===== config.mk =====
export PLATFORM = sky130hd
export DESIGN_NAME = csv_field_tokenizer
export DESIGN_NICKNAME = d
export VERILOG_FILES = /design/src/rtl/csvt_pkg.sv /design/src/rtl/csvt_step.sv /design/src/rtl/csv_field_tokenizer.sv
export SDC_FILE = /design/constraint.sdc
export NUM_CORES = 1
export LEC_CHECK = 0
export BUFFER_PORTS_ARGS = -buffer_cell sky130_fd_sc_hd__buf_2
export CAP_MARGIN = 20
export CORE_MARGIN = 1
export CORE_UTILIZATION = 49
export DETAILED_ROUTE_END_ITERATION = 12
export PLACE_DENSITY = 0.86
export SLEW_MARGIN = 20
export SYNTH_ARGS = -nofsm -noshare
export SYNTH_HDL_FRONTEND = slang
export SYNTH_SLANG_ARGS = --single-unit

===== constraint.sdc =====
create_clock -name i_clk -period 3 [get_ports i_clk]
set_clock_uncertainty 0.15 [all_clocks]
set_input_delay 0.45 -clock i_clk [delete_from_list [all_inputs] [get_ports i_clk]]
set_output_delay 0.45 -clock i_clk [all_outputs]
set_load 0.02 [all_outputs]

===== src/rtl/csvt_pkg.sv =====
// Shared types, character constants and register codes for the CSV field tokenizer.
`timescale 1ns / 1ps

package csvt_pkg;

    localparam logic [7:0] C_NUL   = 8'h00;
    localparam logic [7:0] C_TAB   = 8'h09;
    localparam logic [7:0] C_LF    = 8'h0A;
    localparam logic [7:0] C_CR    = 8'h0D;
    localparam logic [7:0] C_QUOTE = 8'h22;
    localparam logic [7:0] C_COMMA = 8'h2C;

    localparam int unsigned N_EXTRA_DELIM = 4;
    localparam int unsigned MAX_RESULTS   = 3;
    localparam int unsigned PADDR_W       = 4;

    localparam logic KIND_CHAR = 1'b0;
    localparam logic KIND_END  = 1'b1;

    typedef enum logic [1:0] {
        REG_EXTRA_DELIM_0 = 2'd0,
        REG_EXTRA_DELIM_1 = 2'd1,
        REG_EXTRA_DELIM_2 = 2'd2,
        REG_EXTRA_DELIM_3 = 2'd3
    } t_reg_idx;

    typedef enum logic [2:0] {
        M_IDLE    = 3'd0,
        M_PLAIN   = 3'd1,
        M_QUOTED  = 3'd2,
        M_QPEND   = 3'd3,
        M_AFTERCR = 3'd4,
        M_STOP    = 3'd5
    } t_mode;

    typedef logic [N_EXTRA_DELIM-1:0][7:0] t_delims;

    // Everything one byte produces: next mode and up to three results.
    typedef struct packed {
        t_mode                        mode;
        logic [1:0]                   cnt;
        logic [MAX_RESULTS-1:0]       kind;
        logic [MAX_RESULTS-1:0][7:0]  chr;
    } t_step_res;

endpackage


===== src/rtl/csvt_step.sv =====
// Per-byte parse logic: next mode and the list of results for one input byte.
`timescale 1ns / 1ps

module csvt_step
    import csvt_pkg::*;
(
    input  t_mode      i_mode,
    input  logic [7:0] i_data_byte,
    input  logic       i_end_of_line,
    input  t_delims    i_delims,
    output t_step_res  o_res
);

    logic       is_delim;
    logic       extra_hit;
    t_mode      sb_mode;
    logic       sb_emit;
    logic       sb_kind;
    logic [7:0] sb_chr;
    t_step_res  res;

    always_comb begin
        extra_hit = 1'b0;
        for (int i = 0; i < N_EXTRA_DELIM; i++) begin
            if (i_delims[i] == i_data_byte) extra_hit = 1'b1;
        end
        is_delim = (i_data_byte == C_COMMA) || (i_data_byte == C_TAB) ||
                   ((i_data_byte != C_NUL) && extra_hit);
    end

    // Handling of a byte between fields
    always_comb begin
        sb_emit = 1'b0;
        sb_kind = KIND_END;
        sb_chr  = '0;
        if (i_data_byte == C_NUL) begin
            sb_mode = M_STOP;
        end else if (i_data_byte == C_QUOTE) begin
            sb_mode = M_QUOTED;
        end else if (is_delim) begin
            sb_emit = 1'b1;
            sb_mode = M_IDLE;
        end else if (i_data_byte == C_CR) begin
            sb_emit = 1'b1;
            sb_mode = M_AFTERCR;
        end else if (i_data_byte == C_LF) begin
            sb_emit = 1'b1;
            sb_mode = M_IDLE;
        end else begin
            sb_emit = 1'b1;
            sb_kind = KIND_CHAR;
            sb_chr  = i_data_byte;
            sb_mode = M_PLAIN;
        end
    end

    always_comb begin
        res      = '0;
        res.mode = i_mode;
        unique case (i_mode)
            M_PLAIN: begin
                if (i_data_byte == C_NUL || is_delim || i_data_byte == C_CR ||
                    i_data_byte == C_LF) begin
                    res.kind[res.cnt] = KIND_END;
                    res.cnt = res.cnt + 2'd1;
                    if (i_data_byte == C_NUL) res.mode = M_STOP;
                    else if (is_delim) res.mode = M_IDLE;
                    else if (i_data_byte == C_CR) res.mode = M_AFTERCR;
                    else res.mode = M_IDLE;
                end else begin
                    res.kind[res.cnt] = KIND_CHAR;
                    res.chr[res.cnt] = i_data_byte;
                    res.cnt = res.cnt + 2'd1;
                end
            end
            M_QUOTED: begin
                if (i_data_byte == C_NUL) begin
                    res.kind[res.cnt] = KIND_END;
                    res.cnt = res.cnt + 2'd1;
                    res.mode = M_STOP;
                end else if (i_data_byte == C_QUOTE) begin
                    res.mode = M_QPEND;
                end else begin
                    res.kind[res.cnt] = KIND_CHAR;
                    res.chr[res.cnt] = i_data_byte;
                    res.cnt = res.cnt + 2'd1;
                end
            end
            M_QPEND: begin
                if (i_data_byte == C_QUOTE) begin
                    // doubled quote inside a quoted field
                    res.kind[res.cnt] = KIND_CHAR;
                    res.chr[res.cnt] = C_QUOTE;
                    res.cnt = res.cnt + 2'd1;
                    res.mode = M_QUOTED;
                end else begin
                    res.kind[res.cnt] = KIND_END;
                    res.cnt = res.cnt + 2'd1;
                    if (i_data_byte == C_NUL) begin
                        res.mode = M_STOP;
                    end else if (is_delim) begin
                        res.mode = M_IDLE;
                    end else begin
                        res.mode = sb_mode;
                        if (sb_emit) begin
                            res.kind[res.cnt] = sb_kind;
                            res.chr[res.cnt] = sb_chr;
                            res.cnt = res.cnt + 2'd1;
                        end
                    end
                end
            end
            M_AFTERCR: begin
                if (i_data_byte == C_LF) begin
                    res.mode = M_IDLE;
                end else begin
                    res.mode = sb_mode;
                    if (sb_emit) begin
                        res.kind[res.cnt] = sb_kind;
                        res.chr[res.cnt] = sb_chr;
                        res.cnt = res.cnt + 2'd1;
                    end
                end
            end
            M_STOP: begin
                res.mode = M_STOP;
            end
            default: begin
                res.mode = sb_mode;
                if (sb_emit) begin
                    res.kind[res.cnt] = sb_kind;
                    res.chr[res.cnt] = sb_chr;
                    res.cnt = res.cnt + 2'd1;
                end
            end
        endcase

        if (i_end_of_line) begin
            if (res.mode == M_PLAIN || res.mode == M_QUOTED || res.mode == M_QPEND) begin
                res.kind[res.cnt] = KIND_END;
                res.chr[res.cnt] = '0;
                res.cnt = res.cnt + 2'd1;
            end
            res.mode = M_IDLE;
        end
    end

    assign o_res = res;

endmodule


===== src/rtl/csv_field_tokenizer.sv =====
// Top level of the CSV field tokenizer: mode register, result queue and APB registers.
`timescale 1ns / 1ps

// Byte-serial CSV field tokenizer. One byte of a line enters per input
// transaction, with i_end_of_line on the last byte of the line; out come token
// characters (kind 0) and token-end marks (kind 1), o_last_in_run flagging the
// final result of each byte. Comma, tab and the nonzero bytes in the four
// extra-delimiter registers (APB, offsets 0x0..0xC) split fields; quoted
// fields, doubled quotes, CR/LF/CRLF and NUL termination are handled. A byte
// is parsed in the cycle it is accepted and its results (up to three) land in
// a three-entry result queue that drains one per cycle while the output is
// ready; bytes with at most one result then enter at one byte per cycle and a
// byte with more holds the input while the queue drains. The user writes
// configuration only while no transaction is outstanding; this is not enforced.
module csv_field_tokenizer
    import csvt_pkg::*;
(
    input  logic               i_clk,
    input  logic               i_rst_n,
    // input byte channel
    input  logic               i_in_valid,
    output logic               o_in_ready,
    input  logic [7:0]         i_data_byte,
    input  logic               i_end_of_line,
    // result channel
    output logic               o_out_valid,
    input  logic               i_out_ready,
    output logic               o_result_kind,
    output logic [7:0]         o_char_value,
    output logic               o_last_in_run,
    // configuration
    input  logic               psel,
    input  logic               penable,
    input  logic               pwrite,
    input  logic [PADDR_W-1:0] paddr,
    input  logic [31:0]        pwdata,
    output logic [31:0]        prdata,
    output logic               pready
);

    t_mode                       r_mode;
    t_delims                     r_delims;
    logic [1:0]                  r_cnt, n_cnt;
    logic [MAX_RESULTS-1:0]      r_kind, n_kind;
    logic [MAX_RESULTS-1:0]      r_last, n_last;
    logic [MAX_RESULTS-1:0][7:0] r_chr, n_chr;

    t_step_res step;
    t_reg_idx  reg_idx;
    logic      in_acc, out_acc, cfg_wr;

    csvt_step u_step (
        .i_mode        (r_mode),
        .i_data_byte   (i_data_byte),
        .i_end_of_line (i_end_of_line),
        .i_delims      (r_delims),
        .o_res         (step)
    );

    assign o_out_valid = (r_cnt != 2'd0);
    assign out_acc     = o_out_valid && i_out_ready;
    // next byte may go in once the queue is empty or its last entry leaves now
    assign o_in_ready  = (r_cnt == 2'd0) || ((r_cnt == 2'd1) && i_out_ready);
    assign in_acc      = i_in_valid && o_in_ready;

    assign o_result_kind = r_kind[0];
    assign o_char_value  = r_chr[0];
    assign o_last_in_run = r_last[0];

    always_comb begin
        n_cnt  = r_cnt;
        n_kind = r_kind;
        n_chr  = r_chr;
        n_last = r_last;
        if (in_acc) begin
            n_cnt  = step.cnt;
            n_kind = step.kind;
            n_chr  = step.chr;
            n_last = '0;
            if (step.cnt != 2'd0) n_last[step.cnt - 2'd1] = 1'b1;
        end else if (out_acc) begin
            n_cnt  = r_cnt - 2'd1;
            n_kind = {1'b0, r_kind[MAX_RESULTS-1:1]};
            n_chr  = {8'h00, r_chr[MAX_RESULTS-1:1]};
            n_last = {1'b0, r_last[MAX_RESULTS-1:1]};
        end
    end

    always_ff @(posedge i_clk) begin
        if (!i_rst_n) begin
            r_cnt  <= '0;
            r_mode <= M_IDLE;
        end else begin
            r_cnt <= n_cnt;
            if (in_acc) r_mode <= step.mode;
        end
    end

    always_ff @(posedge i_clk) begin
        r_kind <= n_kind;
        r_chr  <= n_chr;
        r_last <= n_last;
    end

    // APB registers
    assign pready  = 1'b1;
    assign reg_idx = t_reg_idx'(paddr[PADDR_W-1:2]);
    assign cfg_wr  = psel && penable && pwrite && pready;

    always_ff @(posedge i_clk) begin
        if (!i_rst_n) begin
            r_delims <= '0;
        end else if (cfg_wr) begin
            unique case (reg_idx)
                REG_EXTRA_DELIM_0: r_delims[0] <= pwdata[7:0];
                REG_EXTRA_DELIM_1: r_delims[1] <= pwdata[7:0];
                REG_EXTRA_DELIM_2: r_delims[2] <= pwdata[7:0];
                REG_EXTRA_DELIM_3: r_delims[3] <= pwdata[7:0];
                default:           r_delims    <= r_delims;
            endcase
        end
    end

    always_comb begin
        unique case (reg_idx)
            REG_EXTRA_DELIM_0: prdata = {24'h0, r_delims[0]};
            REG_EXTRA_DELIM_1: prdata = {24'h0, r_delims[1]};
            REG_EXTRA_DELIM_2: prdata = {24'h0, r_delims[2]};
            REG_EXTRA_DELIM_3: prdata = {24'h0, r_delims[3]};
            default:           prdata = '0;
        endcase
    end

    // queue holds exactly what the accepted byte produced
    a_load_cnt: assert property (@(posedge i_clk) disable iff (!i_rst_n)
        in_acc |=> (r_cnt == $past(step.cnt)))
        else $error("result queue count differs from parsed result count");

    a_last_flag: assert property (@(posedge i_clk) disable iff (!i_rst_n)
        (o_out_valid && (r_cnt == 2'd1)) |-> o_last_in_run)
        else $error("final result of a byte not flagged last");

    a_not_last: assert property (@(posedge i_clk) disable iff (!i_rst_n)
        (o_out_valid && (r_cnt > 2'd1)) |-> !o_last_in_run)
        else $error("last flag raised before the final result of a byte");

    a_eol_idle: assert property (@(posedge i_clk) disable iff (!i_rst_n)
        (in_acc && i_end_of_line) |=> (r_mode == M_IDLE))
        else $error("mode not back between fields after end of line");

endmodule

# Yosys cells after proc, flatten, opt, wreduce, memory -nomap -nowiden
# Index checks and enable logic that the tools add are counted.
dict set report word_totals {
  mem_bits_ro 0
  latchBits 0
  ram_bits 0
  reg_bits 67
  output_inout_bits 45
  word_cells 146
  mem_count 0
  input_bits 52
}
dict set report op_classes {
  mux 77
  eq_ne 21
  div 0
  addsub 3
  reduce_logical 27
  multipliers 0
  n_bitwise 3
  shift 0
  order_cmp 4
}
# cell n
set op_table {}
lappend op_table {{one-hot mux 32 bit (4 select lines)} 1}
lappend op_table {{2-to-1 mux 8 bit} 15}
lappend op_table {{2-to-1 mux 3 bit} 17}
lappend op_table {{2-to-1 mux 24 bit} 2}
lappend op_table {{one-hot mux 8 bit (5 select lines)} 1}
lappend op_table {{equality test 8 bit} 4}
lappend op_table {{2-to-1 mux 32 bit} 1}
lappend op_table {{2-to-1 mux 29 bit} 1}
lappend op_table {{2-to-1 mux 1 bit} 25}
lappend op_table {{AND 16 x 24 -> 24 bit} 1}
lappend op_table {{equality test 8 x 4 -> 1 bit (second input constant)} 3}
lappend op_table {{NOT 24 bit} 1}
lappend op_table {{demux 8 bit (select 2 bit)} 1}
lappend op_table {{equality test 8 x 6 -> 1 bit (second input constant)} 2}
lappend op_table {{one-hot mux 3 bit (5 select lines)} 1}
lappend op_table {{equality test 3 x 2 -> 1 bit (second input constant)} 4}
lappend op_table {{2-to-1 mux 2 bit} 5}
lappend op_table {{2-to-1 mux 5 bit} 2}
lappend op_table {{one-hot mux 2 bit (5 select lines)} 1}
lappend op_table {{logical AND 1 bit} 8}
lappend op_table {{zero test 8 bit} 1}
lappend op_table {{logical OR 1 bit} 8}
lappend op_table {{AND reduction 2 bit} 4}
lappend op_table {{nonzero test 8 bit} 1}
lappend op_table {{other kinds (14)} 25}

# Longest topological paths before layout
dict set report logic_depth {
  depth_word 29
  mapped_depth 13
  mapped_depth_nobuf 11
}

# Cells and area by module
# A second synthesis with hierarchy kept.
dict set report unflattened {
  cells_unflattened 477
  hier_area_um2 4709.5
}
# mod area_per_inst_um2 seq_area_each_um2 cells_each n_inst
set by_module_without_submodules {}
lappend by_module_without_submodules {csv_field_tokenizer 3204.3 1641.6 266 1}
lappend by_module_without_submodules {csvt_step 1505.2 0.0 211 1}

# Worst setup path before layout
# OpenSTA, ideal clock, no wires.
dict set report synth_timing {
  path_type {input-to-reg}
  from {input port i_data_byte[6]}
  to {register r_last[0], data pin}
  stages 13
  setup_time_ns 0.145
  n_path_buf 2
  required_time_ns 2.705
  t_arrival_ns 2.633
  setup_slack_ns 0.072
  path_cell_list {buf_2 nor3_2 buf_4 and2_1 a21oi_1 o31ai_1 and3_1 o21a_1 inv_1 ha_1 o211ai_1 mux2_1 o21ai_1}
}
dict set report synth_between {
  elab_chain_len 26
  word_cells_on_any_way 63
  cone_classes {add/sub: 2; order compare: 2; eq/ne: 12; mux: 35; reduce/logical: 12}
}
# element line
set synth_rtl {}
lappend synth_rtl {{start: declaration} csv_field_tokenizer.sv:23} ;# input logic [7:0] i_data_byte,
lappend synth_rtl {{equality test 8 bit} csvt_step.sv:25} ;# if (i_delims[i] == i_data_byte) extra_hit = 1'b1;
lappend synth_rtl {{2-to-1 mux 1 bit (4 in a row)} csvt_step.sv:25}
lappend synth_rtl {{logical AND 1 bit} csvt_step.sv:28} ;# ((i_data_byte != C_NUL) && extra_hit);
lappend synth_rtl {{logical OR 1 bit} csvt_step.sv:27} ;# is_delim = (i_data_byte == C_COMMA) || (i_data_byte == C_TAB) ||
lappend synth_rtl {{2-to-1 mux 3 bit} csvt_step.sv:40} ;# end else if (is_delim) begin
lappend synth_rtl {{2-to-1 mux 3 bit} csvt_step.sv:38} ;# end else if (i_data_byte == C_QUOTE) begin
lappend synth_rtl {{2-to-1 mux 3 bit} csvt_step.sv:36} ;# if (i_data_byte == C_NUL) begin
lappend synth_rtl {{2-to-1 mux 3 bit} csvt_step.sv:101} ;# end else if (is_delim) begin
lappend synth_rtl {{[... 8 more ...]} -}
lappend synth_rtl {{subtractor 2 x 1 -> 2 bit} csv_field_tokenizer.sv:80} ;# if (step.cnt != 2'd0) n_last[step.cnt - 2'd1] = 1'b1;
lappend synth_rtl {{< comparator 2 x 3 -> 1 bit (implied by the code) / >= comparator 2 x 1 -> 1 bit (equally long branches)} csv_field_tokenizer.sv:80}
lappend synth_rtl {{logical AND 1 bit (implied by the code)} csv_field_tokenizer.sv:80}
lappend synth_rtl {{2-to-1 mux 1 bit (implied by the code)} csv_field_tokenizer.sv:80}
lappend synth_rtl {{demux 1 bit (select 2 bit)} csv_field_tokenizer.sv:80}
lappend synth_rtl {{2-to-1 mux 3 bit (*)} csv_field_tokenizer.sv:80}
lappend synth_rtl {{2-to-1 mux 3 bit (*)} csv_field_tokenizer.sv:75} ;# if (in_acc) begin
lappend synth_rtl {{via n_last[0]} csv_field_tokenizer.sv:45} ;# logic [MAX_RESULTS-1:0] r_last, n_last;
lappend synth_rtl {{end signal: assignment} csv_field_tokenizer.sv:102} ;# r_last <= n_last;
lappend synth_rtl {{end: declaration} csv_field_tokenizer.sv:45}
# The timed path passes the listed nets; every way through them passes the cells marked *.
# A chain may end at the register's enable or synchronous reset.

# Worst setup path after layout
dict set report layout_timing {
  from {input port i_data_byte[5]}
  to {register r_kind[0], data pin}
}
dict set report layout_between {
  elab_chain_len 20
  word_cells_on_any_way 70
  cone_classes {order compare: 2; eq/ne: 12; mux: 44; bitwise: 1; reduce/logical: 11}
}
# element line
set layout_rtl {}
lappend layout_rtl {{parallel branches: the longest is 18 deep, another holds < comparator 2 x 3 -> 1 bit} -}
lappend layout_rtl {{2-to-1 mux 32 bit (*)} csvt_step.sv:138} ;# if (i_end_of_line) begin
lappend layout_rtl {{2-to-1 mux 3 bit (*)} csv_field_tokenizer.sv:75}
lappend layout_rtl {{via n_kind[0]} csv_field_tokenizer.sv:44} ;# logic [MAX_RESULTS-1:0] r_kind, n_kind;
lappend layout_rtl {{end signal: assignment} csv_field_tokenizer.sv:100} ;# r_kind <= n_kind;
lappend layout_rtl {{end: declaration} csv_field_tokenizer.sv:44}
# Mark *: on every way through the listed nets, which the timed path passes.

==> parameters.txt <==
Parameter                              Value

Status
  Run status ... complete, no violations

Power
  Leakage power total ... approximately 2 nW
  Max IR drop VDD ... approximately 0.37 mV
  Power per standard cell area ... around 530 nW/um^2
  Total power draw ... about 2.3 mW

Logic synthesis
  Top cells by area, synth ... dfxtp_1 19%, edfxtp_1 17%, mux2i_1 8.1%
  Top cell type's share of synthesized area ... 0.188
  Fraction of registers with async set or reset after synthesis ... 0
  Cell area after synthesis ... slightly below 4000 sq um
  Main synth FF type ... dfxtp_1
  Number of distinct library cells after synthesis ... 56
  Synthesized area divided by synthesized cell count ... around 9.9 sq um
  Cell count after synthesis ... 397
  Commonest cells in the netlist ... 38 x buf_4, 37 x dfxtp_1, 35 x nor2b_1
  Count of flip-flops with a built-in enable after synthesis ... 22
  Synthesis Warnings ... 0
  Count leader, synth ... buf_4
  Post-synthesis sequential area ratio ... 0.356
  Number of storage elements in the synthesis netlist ... a little under 60
  Cell taking the most area after synthesis ... dfxtp_1

Drt
  Post-DR wirelength/cell ... about 15 microns
  Sum of routed wire length over all layers ... 8.58 mm
  Drt first-iter violations ... about 180
  DRC violations left ... 0
  Via count ... 3043
  Number of nets with antenna violations after routing ... 0
  Mean number of vias per cell ... between 5 and 6
  First-pass iteration count of the detailed router ... 4

Clock tree
  Number of CTS-inserted buffers ... 9
  Clock tree from TritonCTS ... yes
  Hold-fix buffers at CTS ... 0
  Insertion delay to the later sink of the worst-skew pair ... roughly 0.36 ns
  Cell at the root of the clock tree ... clkbuf_8
  Clock slew at the register clock pins of the worst setup and hold paths ... ~0.070 ns
  Max Buffers Root-to-Sink ... 2
  Number of clock sinks seen by CTS ... a little under 60
  Count of instances resized after the clock tree is built ... 0
  Max H-tree Level ... 3
  Buffers inserted by post-CTS timing repair ... 0

Cells and area
  Final-stage net count ... approximately 510
  Fraction of final layout cells sized beyond drive strength 1 ... 0.251
  Filler instances ... ~660
  Number of diodes ... 0
  Relative area change from synthesis to final layout ... 13.4%

Placed design
  HPWL after DPL ... roughly 6.3 mm
  Input/output buffers ... between 40 and 50
  Pre-CTS setup slack ... -0.0359 ns
  Final RePlAce weighted congestion ... 0.917

Global routing
  Global-route wire length before repair ... 14.0 mm
  Antenna violations before repair ... 0
  Vias in the first global route ... around 3000
  GR Overflow Total ... 0
  Total GRT Usage ... 0.215
  Maximum number of pins on one net before global-route repair ... 40

Critical path
  Kind of critical path ... in2reg
  R2R depth ... 10
  Cells along the critical path ... buf_2 > buf_4 > xor2_1 > nor4_1 > nand2_1 > nand4_2 > a21oi_2 > o21a_1 > buf_4 > ha_1 > a21oi_2 > a21oi_1
  Max stage delay cell, worst path ... a21oi_2
  Worst Path Required ... around 2.9 ns
  Critical path capture point type ... flop
  Crit-path max cell delay ... between 0.3 and 0.4 ns
  Arrival time reported for the critical path endpoint ... approximately 2.7 ns
  Maximum fanout encountered on the critical timing path ... 12
  Critical path launch point type ... primary input

STA
  Transition at the pin with the smallest max-transition slack ... between 0.5 and 0.6 ns
  Maximum clock rate ... approximately 0.37 GHz
  Setup WS post-layout ... around 0.27 ns
  Share of the clock period used by the worst path ... 0.909
  Setup-violating endpoint count in the final report ... 0
  Count of final hold-check violations ... 0
  Unrepaired setup endpoints after global routing ... no
  Final period demand of the worst path ... 2.73 ns
  Hold slack ... 0.250 ns
  Max-slew headroom ... 0.632
  Final Max Slew Viols ... 0

Floorplan
  Number of primary I/O pins ... 97
  Width of the die ... roughly 92 microns
  Die outline height ... around 92 microns
  Die area ... approximately 8400 sq um
  Initial standard-cell utilization of the core ... 0.509
  Area of the core region ... 7730 sq um
  Rows ... 32

Run
  Max-cap violations ... 0

Worst hold path
  Cells on Worst Hold Path ... 3
  Type of the worst min-delay path ... in2reg
-- metrics by stage --
stage / std cells / util / area [sq um] / setup TNS (ns)
after CTS: 557 / 0.577 / 4460 / 0
final: 557 / 0.577 / 4460 / 0
after global placement: 541 / 0.548 / 4230 / 0
after detailed placement: 541 / 0.548 / 4230 / -0.259
after floorplan: 420 / - / 4020 / 0
after global routing: 557 / 0.577 / 4460 / 0
-- worst paths after layout --
kind                            slack, ns          end           start
worst max-delay path                 0.27    r_kind[0]  i_data_byte[5]
worst min register to register       0.39    r_last[0]       r_last[1]
worst max register to register       0.30    r_kind[0]    r_delims[31]
worst min-delay path                 0.25  r_delims[9]       pwdata[1]
-- kinds of logic after synthesis --
family,share of synthesized area
xor gates and xnor gates,0.0780
DFF,0.356
AOI/OAI and AO/OA,0.106
other,0.00191
and+or+nand+nor,0.203
buffers and inverters,0.106
adders and majority gates,0.0159
muxes,0.133
-- flip-flops by register name (all words and copies together), names as in the netlist --
signal        count
r_cnt             2
r_delims         32
r_kind            3
o_char_value      8
r_chr             8
r_last            3
r_mode            3
-- power breakdown --
part / total [mW] / switching (mW) / internal [mW]
registers: 0.978 / 0.0273 / 0.951
clock network: 0.818 / 0.344 / 0.474
logic: 0.545 / 0.349 / 0.196
total: 2.34 / 0.720 / 1.62
-- cell type report --
cell class                      count  area, sq um  area share
Clock buffer                        9          124      0.0278
Clock inverter                      7          100      0.0225
Inverter                           10         37.5     0.00842
Multi-Input combinational cell    293         2200       0.494
Sequential cell                    59         1400       0.314
Tap cell                          102          128      0.0286
Timing Repair Buffer               77          465       0.104
-- layout by cell type (no fill, tap or decap), drive strengths merged, types with 3 or more instances in the layout --
| master | netlist | routed |
|---|---|---|
| xor2 | 33 | 33 |
| o31ai | 3 | 3 |
| clkinv | 0 | 3 |
| a32o | 8 | 8 |
| a31oi | 4 | 4 |
| dfxtp | 37 | 37 |
| nand3b | 3 | 3 |
| nor3 | 9 | 9 |
| clkbuf | 11 | 9 |
| nand4 | 5 | 5 |
| and2 | 4 | 4 |
| ha | 5 | 5 |
| nand3 | 10 | 10 |
| and3 | 10 | 10 |
| nor4 | 8 | 8 |
| o21ai | 8 | 8 |
| mux4 | 8 | 8 |
| buf | 47 | 77 |
| or3 | 4 | 4 |
| a21oi | 11 | 11 |
| and4 | 4 | 4 |
| inv | 10 | 12 |
| edfxtp | 22 | 22 |
| conb | 2 | 25 |
| nor2 | 11 | 11 |
| nor2b | 35 | 35 |
| nand2 | 18 | 18 |
| nor3b | 3 | 3 |
| o31a | 3 | 3 |
| o21a | 3 | 3 |
| a211o | 3 | 3 |
| mux2i | 32 | 32 |
-- worst max-delay path: cells and delay by family --
| kind | cells | cell delay [ns] |
|---|---|---|
| adders and majority gates | 1 | 0.20 |
| AOI/OAI and AO/OA | 4 | 0.76 |
| buffers and inverters | 3 | 0.51 |
| xor gates and xnor gates | 1 | 0.13 |
| and+or+nand+nor | 3 | 0.59 |
-- per-layer routing --
layer	GRT usage	part of all wire	vias up
met1	0.261	0.43	1429
met4	0.0992	0.023	0
li1	-	-	1474
met2	0.360	0.48	124
met5	0	0	-
met3	0.0486	0.063	16
(Power assumes the default switching activity.)
